## src/rtl/cbs_pkg.sv

```systemverilog
package cbs_pkg;

  // Fixed field widths of the request and result items.
  localparam int IN_W    = 10;
  localparam int GS_W    = 11;
  localparam int PEER_W  = 10;
  localparam int LEVEL_W = 4;

  // Default sizing of the schedule engine.
  localparam int MAX_GROUP_DEF  = 1024;
  localparam int MAX_LEVELS_DEF = 10;

  localparam logic [GS_W-1:0] GROUP_SIZE_RST = 11'd2;

  // Width of the shared compare-subtract unit: wide enough for the
  // group size shifted up by IN_W - 1 bits during the modulo reduction.
  localparam int UNIT_W = GS_W + IN_W - 1;

  typedef enum logic [1:0] {
    KIND_RECV = 2'd0,
    KIND_SEND = 2'd1,
    KIND_NONE = 2'd2
  } kind_t;

  typedef struct packed {
    logic [IN_W-1:0] my_rank;
    logic [IN_W-1:0] root_rank;
  } in_item_t;

  typedef struct packed {
    kind_t              kind;
    logic [PEER_W-1:0]  peer;
    logic [LEVEL_W-1:0] level;
    logic               last;
  } out_item_t;

  typedef struct packed {
    logic              ge;
    logic [UNIT_W-1:0] diff;
  } csub_res_t;

  typedef enum logic [3:0] {
    ST_IDLE,
    ST_DEPTH,
    ST_SKIP,
    ST_MOD_ME,
    ST_MOD_ROOT,
    ST_REL,
    ST_WALK,
    ST_PLAN,
    ST_EMIT
  } state_t;

endpackage

```

## src/rtl/cbs_csub.sv

```systemverilog
module cbs_csub
  import cbs_pkg::*;
(
  input  logic [UNIT_W-1:0] a,
  input  logic [UNIT_W-1:0] b,
  output csub_res_t         res
);

  // One compare and one subtract, shared by the modulo, REL and WALK states.
  assign res.ge   = (a >= b);
  assign res.diff = a - b;

endmodule

```

## src/rtl/circulant_broadcast_schedule_core.sv

```systemverilog
// Circulant broadcast schedule engine for one rank.
// A request on the in_ channel carries my_rank and root_rank. The engine
// works out which transfers that rank makes in a circulant-graph broadcast
// over a group of cfg_group_size ranks, and returns them on the out_
// channel: the single receive first (for a rank other than the root), then
// the sends in rising level order. The final result of a request has last
// set; a group below two ranks, or a rank with nothing to do, gives one
// result of kind "none".
//
// The user writes the group size through the cfg_ port only while the engine
// is idle; the block does not enforce it. The size resets to two, and reset
// clears the sequencer and drops any pending result.
// Set-up finds depth (ceil(log2(group_size)) capped at MAX_LEVELS), fills the
// skip table, reduces both ranks modulo the group size and forms the relative
// rank. The walk handles one skip level of one destination path per cycle on
// the shared compare-subtract unit, then a planning step and the results
// follow; a group below two ranks goes straight to its result. in_ready is
// high only while idle, which the sequencer reaches again once the last result
// is loaded into the output register. A stalled receiver holds that register
// and, with it, the emission of further results.
module circulant_broadcast_schedule_core
  import cbs_pkg::*;
#(
  parameter int MAX_GROUP  = MAX_GROUP_DEF,
  parameter int MAX_LEVELS = MAX_LEVELS_DEF
) (
  input  logic            clk,
  input  logic            rst_n,
  input  logic            in_valid,
  output logic            in_ready,
  input  in_item_t        in_data,
  output logic            out_valid,
  input  logic            out_ready,
  output out_item_t       out_data,
  input  logic            cfg_valid,
  output logic            cfg_ready,
  input  logic [GS_W-1:0] cfg_group_size
);

  // Index width of the skip table (entries 0 to MAX_LEVELS) and of the
  // per-level marks (entries 0 to MAX_LEVELS - 1).
  localparam int LVL_W  = $clog2(MAX_LEVELS + 1);
  localparam int MIDX_W = (MAX_LEVELS > 1) ? $clog2(MAX_LEVELS) : 1;
  localparam int JW     = $clog2(IN_W);
  localparam int PW     = GS_W + 1;

  state_t                state_r, state_nxt;
  logic [GS_W-1:0]       cfg_group_size_r;
  logic [GS_W-1:0]       n_r, n_nxt;
  logic [GS_W-1:0]       n_clamp;
  logic [IN_W-1:0]       me_r, me_nxt;
  logic [IN_W-1:0]       root_r, root_nxt;
  logic [GS_W-1:0]       rel_r, rel_nxt;
  logic [GS_W-1:0]       dst_r, dst_nxt;
  logic [GS_W-1:0]       hop_r, hop_nxt;
  logic [LVL_W-1:0]      depth_r, depth_nxt;
  logic [LVL_W-1:0]      k_r, k_nxt;
  logic [JW-1:0]         j_r, j_nxt;
  logic [MAX_LEVELS-1:0] recv_at_r, recv_at_nxt;
  logic [MAX_LEVELS-1:0] send_at_r, send_at_nxt;
  logic                  recv_pend_r, recv_pend_nxt;
  logic [LVL_W-1:0]      recv_lvl_r, recv_lvl_nxt;
  logic [MAX_LEVELS-1:0] send_pend_r, send_pend_nxt;
  logic                  out_valid_r, out_valid_nxt;
  out_item_t             out_data_r, out_data_nxt;

  // Skip table: a small register file with one read port.
  logic [GS_W-1:0]       skip_r [0:MAX_LEVELS];
  logic                  tbl_we;
  logic [LVL_W-1:0]      tbl_wa;
  logic [GS_W-1:0]       tbl_wd;
  logic [LVL_W-1:0]      rd_idx;
  logic [GS_W-1:0]       rd_data;

  logic [UNIT_W-1:0]     unit_a, unit_b;
  csub_res_t             unit_res;

  logic                  dst_done;
  logic                  is_last;

  // Lowest marked receive level, and the sends that lie above it.
  logic                  recv_any;
  logic [MIDX_W-1:0]     recv_low;
  logic [MAX_LEVELS-1:0] above_recv;
  logic                  send_any;
  logic [MIDX_W-1:0]     send_low;
  logic [MAX_LEVELS-1:0] send_low_bit;

  logic [PW-1:0]         recv_sum, send_sum, peer_sum;

  cbs_csub u_csub (
    .a   (unit_a),
    .b   (unit_b),
    .res (unit_res)
  );

  assign rd_data   = skip_r[rd_idx];
  assign cfg_ready = 1'b1;
  assign out_valid = out_valid_r;
  assign out_data  = out_data_r;

  // A group size above the supported maximum is treated as the maximum.
  assign n_clamp = (32'(cfg_group_size_r) > 32'(MAX_GROUP)) ? GS_W'(MAX_GROUP)
                                                            : cfg_group_size_r;

  // Priority searches over the level marks, lowest level first.
  always_comb begin
    recv_any     = 1'b0;
    recv_low     = '0;
    send_any     = 1'b0;
    send_low     = '0;
    for (int i = MAX_LEVELS - 1; i >= 0; i--) begin
      if (recv_at_r[i]) begin
        recv_any = 1'b1;
        recv_low = MIDX_W'(i);
      end
      if (send_pend_r[i]) begin
        send_any = 1'b1;
        send_low = MIDX_W'(i);
      end
    end
    for (int i = 0; i < MAX_LEVELS; i++) begin
      above_recv[i]   = (MIDX_W'(i) > recv_low);
      send_low_bit[i] = (MIDX_W'(i) == send_low);
    end
  end

  // Peer ranks: a receive comes from the skip distance below this rank, a
  // send goes to the skip distance above it, both wrapped into the group.
  always_comb begin
    recv_sum = PW'(me_r) + PW'(n_r) - PW'(rd_data);
    send_sum = PW'(me_r) + PW'(rd_data);
    peer_sum = recv_pend_r ? recv_sum : send_sum;
    if (peer_sum >= PW'(n_r)) begin
      peer_sum = peer_sum - PW'(n_r);
    end
  end

  always_comb begin
    state_nxt     = state_r;
    n_nxt         = n_r;
    me_nxt        = me_r;
    root_nxt      = root_r;
    rel_nxt       = rel_r;
    dst_nxt       = dst_r;
    hop_nxt       = hop_r;
    depth_nxt     = depth_r;
    k_nxt         = k_r;
    j_nxt         = j_r;
    recv_at_nxt   = recv_at_r;
    send_at_nxt   = send_at_r;
    recv_pend_nxt = recv_pend_r;
    recv_lvl_nxt  = recv_lvl_r;
    send_pend_nxt = send_pend_r;
    out_data_nxt  = out_data_r;
    out_valid_nxt = out_valid_r && !out_ready;
    in_ready      = 1'b0;
    unit_a        = '0;
    unit_b        = '0;
    tbl_we        = 1'b0;
    tbl_wa        = k_r;
    tbl_wd        = '0;
    rd_idx        = k_r;
    dst_done      = 1'b0;
    is_last       = 1'b0;

    case (state_r)
      ST_IDLE: begin
        in_ready = 1'b1;
        if (in_valid) begin
          n_nxt         = n_clamp;
          me_nxt        = in_data.my_rank;
          root_nxt      = in_data.root_rank;
          recv_at_nxt   = '0;
          send_at_nxt   = '0;
          recv_pend_nxt = 1'b0;
          send_pend_nxt = '0;
          depth_nxt     = LVL_W'(1);
          // A group below two ranks goes straight to a "none" result.
          state_nxt     = (n_clamp < GS_W'(2)) ? ST_EMIT : ST_DEPTH;
        end
      end

      ST_DEPTH: begin
        if ((32'(depth_r) < 32'(MAX_LEVELS)) && ((32'd1 << depth_r) < 32'(n_r))) begin
          depth_nxt = depth_r + LVL_W'(1);
        end else begin
          tbl_we    = 1'b1;
          tbl_wa    = depth_r;
          tbl_wd    = n_r;
          k_nxt     = depth_r;
          state_nxt = ST_SKIP;
        end
      end

      ST_SKIP: begin
        if (k_r == '0) begin
          j_nxt     = JW'(IN_W - 1);
          state_nxt = ST_MOD_ME;
        end else begin
          tbl_we = 1'b1;
          tbl_wa = k_r - LVL_W'(1);
          tbl_wd = (rd_data >> 1) + GS_W'(rd_data[0]);
          k_nxt  = k_r - LVL_W'(1);
        end
      end

      ST_MOD_ME: begin
        unit_a = UNIT_W'(me_r);
        unit_b = UNIT_W'(n_r) << j_r;
        if (unit_res.ge) begin
          me_nxt = IN_W'(unit_res.diff);
        end
        if (j_r == '0) begin
          j_nxt     = JW'(IN_W - 1);
          state_nxt = ST_MOD_ROOT;
        end else begin
          j_nxt = j_r - JW'(1);
        end
      end

      ST_MOD_ROOT: begin
        unit_a = UNIT_W'(root_r);
        unit_b = UNIT_W'(n_r) << j_r;
        if (unit_res.ge) begin
          root_nxt = IN_W'(unit_res.diff);
        end
        if (j_r == '0) begin
          state_nxt = ST_REL;
        end else begin
          j_nxt = j_r - JW'(1);
        end
      end

      ST_REL: begin
        unit_a    = UNIT_W'(me_r);
        unit_b    = UNIT_W'(root_r);
        rel_nxt   = unit_res.ge ? GS_W'(unit_res.diff) : GS_W'(unit_res.diff) + n_r;
        dst_nxt   = GS_W'(1);
        hop_nxt   = GS_W'(1);
        k_nxt     = depth_r - LVL_W'(1);
        state_nxt = ST_WALK;
      end

      ST_WALK: begin
        unit_a = UNIT_W'(hop_r);
        unit_b = UNIT_W'(rd_data);
        if (unit_res.ge) begin
          if (hop_r == rel_r) begin
            recv_at_nxt[k_r[MIDX_W-1:0]] = 1'b1;
            dst_done = 1'b1;
          end else begin
            hop_nxt = GS_W'(unit_res.diff);
            if (GS_W'(unit_res.diff) == rel_r) begin
              send_at_nxt[k_r[MIDX_W-1:0]] = 1'b1;
            end
            dst_done = (k_r == '0);
          end
        end else begin
          dst_done = (k_r == '0);
        end
        if (dst_done) begin
          if (dst_r == n_r - GS_W'(1)) begin
            state_nxt = ST_PLAN;
          end else begin
            dst_nxt = dst_r + GS_W'(1);
            hop_nxt = dst_r + GS_W'(1);
            k_nxt   = depth_r - LVL_W'(1);
          end
        end else begin
          k_nxt = k_r - LVL_W'(1);
        end
      end

      ST_PLAN: begin
        if (rel_r != '0) begin
          recv_pend_nxt = recv_any;
          recv_lvl_nxt  = LVL_W'(recv_low);
          send_pend_nxt = recv_any ? (send_at_r & above_recv) : '0;
        end else begin
          send_pend_nxt = send_at_r;
        end
        state_nxt = ST_EMIT;
      end

      ST_EMIT: begin
        if (!out_valid_r || out_ready) begin
          out_valid_nxt = 1'b1;
          if (recv_pend_r) begin
            rd_idx        = recv_lvl_r;
            is_last       = (send_pend_r == '0);
            recv_pend_nxt = 1'b0;
            out_data_nxt.kind  = KIND_RECV;
            out_data_nxt.peer  = PEER_W'(peer_sum);
            out_data_nxt.level = LEVEL_W'(recv_lvl_r);
          end else if (send_any) begin
            rd_idx        = LVL_W'(send_low);
            is_last       = ((send_pend_r & ~send_low_bit) == '0);
            send_pend_nxt = send_pend_r & ~send_low_bit;
            out_data_nxt.kind  = KIND_SEND;
            out_data_nxt.peer  = PEER_W'(peer_sum);
            out_data_nxt.level = LEVEL_W'(send_low);
          end else begin
            is_last = 1'b1;
            out_data_nxt.kind  = KIND_NONE;
            out_data_nxt.peer  = '0;
            out_data_nxt.level = '0;
          end
          out_data_nxt.last = is_last;
          if (is_last) begin
            state_nxt = ST_IDLE;
          end
        end
      end

      default: begin
        state_nxt = ST_IDLE;
      end
    endcase
  end

  always_ff @(posedge clk) begin
    if (!rst_n) begin
      state_r          <= ST_IDLE;
      out_valid_r      <= 1'b0;
      recv_pend_r      <= 1'b0;
      send_pend_r      <= '0;
      cfg_group_size_r <= GROUP_SIZE_RST;
    end else begin
      state_r     <= state_nxt;
      out_valid_r <= out_valid_nxt;
      recv_pend_r <= recv_pend_nxt;
      send_pend_r <= send_pend_nxt;
      if (cfg_valid && cfg_ready) begin
        cfg_group_size_r <= cfg_group_size;
      end
    end
  end

  always_ff @(posedge clk) begin
    n_r        <= n_nxt;
    me_r       <= me_nxt;
    root_r     <= root_nxt;
    rel_r      <= rel_nxt;
    dst_r      <= dst_nxt;
    hop_r      <= hop_nxt;
    depth_r    <= depth_nxt;
    k_r        <= k_nxt;
    j_r        <= j_nxt;
    recv_at_r  <= recv_at_nxt;
    send_at_r  <= send_at_nxt;
    recv_lvl_r <= recv_lvl_nxt;
    out_data_r <= out_data_nxt;
    if (tbl_we) begin
      skip_r[tbl_wa] <= tbl_wd;
    end
  end

endmodule

```

## config.mk

```make
export PLATFORM = sky130hd
export DESIGN_NAME = circulant_broadcast_schedule_core
export DESIGN_NICKNAME = d
export VERILOG_FILES = /design/src/rtl/cbs_pkg.sv /design/src/rtl/cbs_csub.sv /design/src/rtl/circulant_broadcast_schedule_core.sv
export SDC_FILE = /design/constraint.sdc
export NUM_CORES = 1
export LEC_CHECK = 0
export ABC_AREA = 1
export BUFFER_PORTS_ARGS = -buffer_cell sky130_fd_sc_hd__buf_2
export CORE_MARGIN = 2
export CORE_UTILIZATION = 50
export CTS_BUF_LIST = sky130_fd_sc_hd__clkbuf_8
export CTS_CLUSTER_SIZE = 16
export DETAILED_ROUTE_END_ITERATION = 16
export PLACE_DENSITY = 0.62
export SETUP_SLACK_MARGIN = 0.3
export SLEW_MARGIN = 20
export SYNTH_ARGS = -nofsm -noshare
export SYNTH_HDL_FRONTEND = slang
export SYNTH_SLANG_ARGS = --single-unit
```

## constraint.sdc

```tcl
create_clock -name clk -period 11.07 [get_ports clk]
set_input_delay 2.214 -clock clk [delete_from_list [all_inputs] [get_ports clk]]
set_output_delay 2.214 -clock clk [all_outputs]
set_load 0.01 [all_outputs]
```

Word-level counts from Yosys, hierarchy flattened
Memories as Yosys holds them, arrays and structs flattened. Index checks and enable logic that the tools add are counted.

Bitwise operators: 5. Eq/ne operators: 42. Mux-type cells: 127. Shift operators: 2. $add $sub $neg: 13. $lt $le $gt $ge: 18. Reductions and logical operators: 37.

Operators with widths (count): two-way mux 4 bit (43); two-way mux 10 bit (15); two-way mux 11 bit (10); case mux 10 bit (2 select lines) (4); case mux 11 bit (2 select lines) (3); case mux 20 bit (3 select lines) (1); inequality test 2 bit (second input constant) (21); two-way mux 1 bit (38); case mux 4 bit (9 select lines) (1); == test 11 bit (3); case mux 11 bit (3 select lines) (1); less-than comparator 32 x 11 -> 1 bit (1); << shifter 1 x 4 -> 32 bit (first input constant) (1); case mux 10 bit (3 select lines) (1); adder 10 x 11 -> 12 bit (2); bitwise AND 10 bit (2); greater-or-equal comparator 11 x 20 -> 1 bit (1); zero test 10 bit (2); OR 10 bit (2); << shifter 11 x 4 -> 20 bit (1); == test 3 x 4 -> 1 bit (first input constant) (4); == test 4 x 3 -> 1 bit (second input constant) (4); > comparator 3 x 4 -> 1 bit (first input constant) (4); zero test 4 bit (4); 48 further kinds (75).

Memory bits (writable): 121. Flip-flop bits (word level): 144. Word-level logic and storage cells: 266. Input bits: 36. Memories: 1. Output and inout port bits: 20.

Memory list: skip_r (depth 11, width 11, rd ports 1, clocked after memory_dff 0, write ports 1, line circulant_broadcast_schedule_core.sv:68) `logic [GS_W-1:0] skip_r [0:MAX_LEVELS];`.

Longest topological paths before layout
Gate-level depths: netlist (run 1). An unclocked memory read counts as a cell.

Word-level depth: 22. Gate-level depth with buffers: 51. Depth with buffers taken out: 48.

Hierarchy
From an unflattened synthesis (run 1), not the netlist that was laid out.

Cell total of the unflattened synthesis: 2200. Area total of the unflattened synthesis: 17820.8 sq um.

By module, submodules not included: circulant_broadcast_schedule_core (seq. area each 7687.4 sq um, area each 16470.8 sq um, cells an instance 1935, instances 1); cbs_csub (seq. area each 0.0 sq um, area each 1350.0 sq um, cells an instance 265, instances 1).

Least setup slack after synthesis (run 1)
Ideal clock, no wire load.

Kind: input port to flip-flop. Start point: input out_ready. End point: register out_data_r (netlist bit out_data[6]), data pin. Slack: 3.238 ns. Path buffers: 3. Stages on the path: 40. Library setup time: 0.253 ns. Arrival: 7.579 ns. Required time: 10.817 ns. Cell sequence: nor2_1 -> nor2_8 -> nand2_1 -> inv_2 -> nand3_4 -> nand2_2 -> inv_2 -> buf_2 -> buf_2 -> nand2_1 -> nand3_1 -> nand3_1 -> nand3_1 -> nand2_1 -> fa_1 -> ha_1 -> nand2_1 -> nor2_1 -> (+4 left out) -> xnor2_1 -> inv_1 -> o21ai_0 -> inv_1 -> ha_1 -> a21oi_1 -> o21ai_0 -> nand2_1 -> o211ai_1 -> or2_1 -> a21oi_1 -> nor2_1 -> o21a_1 -> nor3_2 -> nand2_4 -> buf_6 -> nor2_1 -> nor2_1.

Word-level cells in the longest chain between the ends: 10. Elaborated cells on any way between the ends: 12. Those cells by class: 3 x add/sub; 1 x order compare; 6 x mux; 1 x reduce/logical; 1 x memory.

Ends and longest elaborated chain: start, declared (line circulant_broadcast_schedule_core.sv:33) `input logic out_ready,`; logical OR 1 bit * (line circulant_broadcast_schedule_core.sv:287) `if (!out_valid_r || out_ready) begin`; two-way mux 4 bit * (line circulant_broadcast_schedule_core.sv:287); two-way mux 4 bit * (line circulant_broadcast_schedule_core.sv:167) `case (state_r)`; memory (11 x 11 bit) *; subtractor 12 x 11 -> 12 bit or adder 10 x 11 -> 12 bit (tied branches) (line circulant_broadcast_schedule_core.sv:131, circulant_broadcast_schedule_core.sv:132); two-way mux 12 bit * (line circulant_broadcast_schedule_core.sv:133) `peer_sum = recv_pend_r ? recv_sum : send_sum;`; subtractor 10 bit or greater-or-equal comparator 12 x 11 -> 1 bit (tied branches) (line circulant_broadcast_schedule_core.sv:135, circulant_broadcast_schedule_core.sv:134); two-way mux 10 bit * (line circulant_broadcast_schedule_core.sv:134) `if (peer_sum >= PW'(n_r)) begin`; two-way mux 16 bit (line circulant_broadcast_schedule_core.sv:296) `end else if (send_any) begin`; two-way mux 14 bit * (line circulant_broadcast_schedule_core.sv:289) `if (recv_pend_r) begin`; end signal, assigned (line circulant_broadcast_schedule_core.sv:353) `out_data_r <= out_data_nxt;`; end, declared (line circulant_broadcast_schedule_core.sv:65) `out_item_t out_data_r, out_data_nxt;`.

Every way passes the cells marked *; elsewhere a longest branch is shown, timed or not. A chain may end at the register's enable or synchronous reset.

Worst setup path after layout (run 1)
Start point: register recv_pend_r. End point: register out_data_r (netlist bit out_data[9]), data pin.

Word-level cells in the longest chain between the ends: 10. Elaborated cells on any way between the ends: 12. Those cells by class: 3 x add/sub; 1 x order compare; 7 x mux; 1 x memory.

Ends and longest elaborated chain: start, declared (line circulant_broadcast_schedule_core.sv:61) `logic recv_pend_r, recv_pend_nxt;`; start signal, assigned (line circulant_broadcast_schedule_core.sv:332) `recv_pend_r <= recv_pend_nxt;`; two-way mux 4 bit (line circulant_broadcast_schedule_core.sv:289); two-way mux 4 bit (line circulant_broadcast_schedule_core.sv:287); two-way mux 4 bit (line circulant_broadcast_schedule_core.sv:167); memory (11 x 11 bit); subtractor 12 x 11 -> 12 bit or adder 10 x 11 -> 12 bit (tied branches) (line circulant_broadcast_schedule_core.sv:131, circulant_broadcast_schedule_core.sv:132); two-way mux 12 bit (line circulant_broadcast_schedule_core.sv:133); subtractor 10 bit or greater-or-equal comparator 12 x 11 -> 1 bit (tied branches) (line circulant_broadcast_schedule_core.sv:135, circulant_broadcast_schedule_core.sv:134); two-way mux 10 bit (line circulant_broadcast_schedule_core.sv:134); two-way mux 16 bit (line circulant_broadcast_schedule_core.sv:296); two-way mux 14 bit * (line circulant_broadcast_schedule_core.sv:289).

Marks and branches as above.

==> run_results.csv, run 1 <==
group,metric,value,unit
critical_path,cp.buffers_inverters,6,
critical_path,path_max_fanout,35,
global_routing,grt_max_degree,42,
critical_path,setup.worst_path.start,"recv_pend_r",
cts,clk_path_buf_depth,3,
global_routing,grt.total_usage,27.7,%
critical_path,timing.rr.start,"recv_pend_r",
critical_path,r2r_setup_slack,2110,ps
cts,ctsResizeCount,0,
critical_path,regToRegEndpoint,"out_data[9]",
synthesis,async_flop_share,0,%
critical_path,start_kind,"register",
critical_path,critPathSlowestCell,"dfxtp_1",
hold_path,min_to,"cfg_group_size_r[4]",
critical_path,crit_top_cell,"nand2_1",
synthesis,yosysWarnings,0,
final_layout,drive_gt1_share,10.0,%
final_layout,final_core_util,55.2,%
timing,final_max_slew_viol_count,0,
critical_path,ff2ff_path_depth,37,
global_routing,antenna_found_initial,0,
final_layout,final_area,0.0185,sq mm
synthesis,syn_area,0.0170,sq mm
place,dpl.hpwl,36200,um
cts,cts.htree.levels,2,
floorplanning,die_w,188,um
final_layout,n_fill_cell,3175,
timing,final-hold-violation-count,0,
place,portBuffers,54,
timing,fin_skew,33.6,ps
routing,ant_nets,0,
timing,final.min_clock_period,8960,ps
cts,insertion_delay,650,ps
timing,whs,476,ps
timing,rsz0062_at_grt,"no",
cts,cts_setup_buffers,0,
synthesis,synthesis.instances,1992,
floorplanning,core_area,0.0335,sq mm
critical_path,endpoint_kind,"register",
floorplanning,ios,56,
final_layout,seq_area,0.00769,sq mm
final_layout,antenna_cells,0,
synthesis,synth_seq_cells,265,
timing,max_freq,112,MHz
floorplanning,rows,67,
critical_path,critPathArrivalTime,9350,ps
final_layout,syn_to_final_growth,9.06,%
routing,remaining_drc_errors,0,
floorplanning,die_h,188,um
critical_path,critPathMaxStageDelay,970,ps
critical_path,required,11470,ps
synthesis,syn_nets,2123,
synthesis,synth_area_per_cell,8.53,sq um
critical_path,crit_type,"reg2reg",
timing,final-setup-viol-count,0,
flow_run,cap_violations,0,
timing,post-route-period-util,80.9,%
floorplanning,initial_core_util,50.6,%
cts,clkTransAtPathRegs,60,ps
cts,ctsHoldBuffers,0,
timing,worstMarginPinSlew,1130,ps
cts,cts_num_sinks,265,
floorplanning,die_area,0.0355,sq mm
critical_path,crit_family,"simple AND/OR/NAND/NOR gates",
cts,root_buffer,"clkbuf_8",
timing,setup_tns,0,ps
cts,cts_tree,"done",
hold_path,min_path_cells,2,
hold_path,min-delay-start,"cfg_group_size_r[4]",
synthesis,synth-edff-count,238,
final_layout,final_cell_mix,"368 x nand2_1, 301 x inv_1, 238 x edfxtp_1",
global_routing,grt_pass1_wl,75800,um
outcome,outcome,"complete, no violations",
routing,vias,14223,
place,dpl-instance-area,0.0177,sq mm
final_layout,fin_nets,2187,
hold_path,hp-class,"reg2reg",
timing,slew_headroom,24.3,%
synthesis,synth_cell_types,62,
routing,first_iter_violations,1273,
synthesis,ys.flop_type,"edfxtp_1",
final_layout,multiInputGateArea,0.00782,sq mm
final_layout,final_common_cell,"nand2_1",
synthesis,ys_seq_area_share,45.3,%
routing,vias_per_cell,5.59,
place,globalplace.congestion,0.971,
routing,wire_per_inst,19.3,um
routing,first_pass_iters,5,
global_routing,grt_remaining_overflow,0,
routing,routed_wl,49100,um
global_routing,grt_pass1_vias,13623,
cts,numCtsBuffers,47,
logic make-up after synthesis:
logic type                 Yosys count  synth area share, %
AOI/OAI and AO/OA                  389                 13.0
xor gates and xnor gates            76                 3.92
adders and majority gates           95                 7.62
buffers and inverters              368                 8.80
DFF                                265                 45.3
muxes                                4                0.236
other                                1               0.0221
and+or+nand+nor                    794                 21.2
final cells by class:
type	count	share of cell area, %
clock buffers	47	3.49
repair buffers	78	2.43
clock inverters	41	1.17
multi-input cells	1359	42.2
flip-flops and latches	265	41.5
well taps	448	3.03
inverters	305	6.18
synthesized netlist by cell type, types with 7 or more instances:
master	count	share of area (%)
nand2_1	368	8.1
inv_1	281	6.2
edfxtp_1	238	42
nor2_1	161	3.6
o21ai_0	160	4.7
nand3_1	135	4.0
a21oi_1	107	3.2
ha_1	81	6.0
xor2_1	56	2.9
clkbuf_1	31	0.69
nor3_1	29	0.85
dfxtp_1	27	3.2
o21ai_1	26	0.77
nand3b_1	20	0.88
xnor2_1	20	1.0
o211ai_1	19	0.84
inv_2	18	0.40
a31oi_1	15	0.55
buf_2	15	0.44
nand4_1	15	0.55
fa_1	14	1.7
nand2_2	12	0.44
o22ai_1	11	0.41
buf_6	10	0.66
nor2_2	8	0.29
nor4_1	8	0.29
or2_2	8	0.29
o221ai_1	7	0.36
routing by layer:
metal	part of all wire [%]	global-route usage (%)	wire length [um]
met2	45	44.0	22300
met5	0	0	0
met4	2.7	9.59	1300
met1	44	37.9	21700
met3	7.6	5.68	3740
state kept, by name, summed over array words and instances, names as in the netlist, 10 cells and up:
name and flops:
cfg_group_size_r 11, dst_r 11, hop_r 11, me_r 10
n_r 11, out_data 17, recv_at_r 10, rel_r 11
root_r 10, send_at_r 10, send_pend_r 10, skip_r 121
tightest hold or removal path: cells and delay by family, from the launching register on:
kind	cells	cell delay, ps
compound gates	1	60
buf+inv	1	60
flops	1	310
worst max path at each step:
| stage | endpoint | cells past startpoint |
|---|---|---|
| 2_1_floorplan | out_data[6] | 40 |
| 3_3_place_gp | out_data[9] | 38 |
| 3_5_place_dp | out_data[9] | 38 |
| 4_1_cts | out_data[9] | 37 |
| 5_1_grt | out_data[9] | 37 |
| 6_report | out_data[9] | 37 |
metrics by stage:
step                      std cells  worst slack, ps
after floorplan                1992             3240
after global placement         2455             1750
after detailed placement       2455             1540
after CTS                      2543             2150
after global routing           2543             1270
final                          2543             2110
Power of run 1 is left out: the tool's default activity adds up to more than one toggle a clock period on the data nets, which glitch-free logic cannot reach.
==> run 2: changes to the inputs <==
==> constraint.sdc (replaced) <==
create_clock -name clk -period 9.35 [get_ports clk]
set_input_delay 1.87 -clock clk [delete_from_list [all_inputs] [get_ports clk]]
set_output_delay 1.87 -clock clk [all_outputs]
set_load 0.01 [all_outputs]
==> run_results.csv, run 2 (same netlist as run 1, synthesis figures left out) <==
group,metric,value,unit
outcome,outcome,"complete, no violations",
timing,final-hold-violation-count,0,
global_routing,grt_max_degree,33,
critical_path,required,9700,ps
critical_path,r2r_setup_slack,1890,ps
final_layout,final_core_util,55.0,%
place,globalplace.congestion,0.949,
routing,remaining_drc_errors,0,
cts,cts_setup_buffers,0,
routing,vias,14142,
cts,insertion_delay,590,ps
timing,final.min_clock_period,8050,ps
cts,numCtsBuffers,46,
routing,first_pass_iters,5,
floorplanning,initial_core_util,50.6,%
critical_path,path_max_fanout,28,
critical_path,cp.buffers_inverters,6,
cts,ctsResizeCount,0,
timing,max_freq,124,MHz
critical_path,critPathSlowestCell,"fa_1",
floorplanning,ios,56,
floorplanning,core_area,0.0335,sq mm
floorplanning,die_area,0.0355,sq mm
global_routing,grt_remaining_overflow,0,
final_layout,fin_nets,2187,
critical_path,start_kind,"primary input",
floorplanning,die_h,188,um
timing,final_max_slew_viol_count,0,
timing,rsz0062_at_grt,"no",
routing,ant_nets,0,
cts,root_buffer,"clkbuf_8",
timing,post-route-period-util,86.1,%
final_layout,antenna_cells,0,
place,post-place-ws,780,ps
floorplanning,rows,67,
cts,cts_tree,"done",
timing,fin_skew,33.9,ps
cts,clk_path_buf_depth,3,
critical_path,critPathArrivalTime,8400,ps
routing,wire_per_inst,18.9,um
hold_path,hp-class,"reg2reg",
critical_path,crit_type,"in2reg",
critical_path,critPathMaxStageDelay,510,ps
cts,ctsHoldBuffers,0,
final_layout,final_common_cell,"nand2_1",
timing,fin_ws,1300,ps
final_layout,drive_gt1_share,9.81,%
critical_path,endpoint_kind,"register",
place,placed_cells,2456,
cts,cts.htree.levels,2,
cts,cts_num_sinks,265,
floorplanning,die_w,188,um
routing,first_iter_violations,1332,
critical_path,crit_family,"simple AND/OR/NAND/NOR gates",
final_layout,final_cell_mix,"368 x nand2_1, 302 x inv_1, 238 x edfxtp_1",
timing,worstMarginPinSlew,1090,ps
routing,routed_wl,48100,um
place,portBuffers,54,
global_routing,antenna_found_initial,0,
final_layout,syn_to_final_growth,8.65,%
routing,vias_per_cell,5.57,
final_layout,stdcell_count,2537,
timing,final-setup-viol-count,0,
final_layout,top_register,"skip_r",
global_routing,grt_pass1_wl,75200,um
final_layout,largest_reg_flops,121,
flow_run,cap_violations,0,
cts,clkTransAtPathRegs,60,ps
global_routing,grt.total_usage,27.2,%
place,dpl.hpwl,36200,um
timing,setup_tns,0,ps
global_routing,grt_pass1_vias,13700,
timing,slew_headroom,27.0,%
## run 2: cell count changes in the layout (fill, tap and decap cells not counted), sizes merged
cell,delta
clkinv,-8
inv,+2
buf,+1
bufinv,-1
clkbuf,-1
clkinvlp,+1
## run 2: path summary, 6_finish.rpt
path	from	to	depth (start not counted)
setup / recovery	out_ready	out_data[9]	39
hold / removal	cfg_group_size_r[4]	cfg_group_size_r[4]	2
setup reg to reg	recv_pend_r	out_data[9]	36
hold reg to reg	cfg_group_size_r[4]	cfg_group_size_r[4]	2
## run 2: tightest hold or removal path: cells and delay by family (launching register included)
family	cells	cell delay, ps
compound gates	1	60
buf+inv	1	70
flops	1	310
## run 2: area by class of cell
type	instances	area (sq um)
Fill cell	3181	15100
Multi-Input combinational cell	1359	7810
Sequential cell	265	7690
Inverter	305	1140
Clock buffer	46	633
Tap cell	448	561
Timing Repair Buffer	79	458
Clock inverter	35	156
## run 2: metal layers
layer / track usage, % / wire, um / part of all wire, %
met1: 38.0 / 21900 / 45
met2: 44.2 / 22100 / 46
met3: 3.86 / 2850 / 5.9
met4: 8.53 / 1270 / 2.6
met5: 0 / 0 / 0
## run 2: through the flow
step	instance area, sq um	hold slack, ps
floorplan	17000	448
global placement	17700	470
detailed placement	17700	474
CTS	18500	483
global route	18500	498
finish	18500	482
Power of run 2 is left out for the same reason.
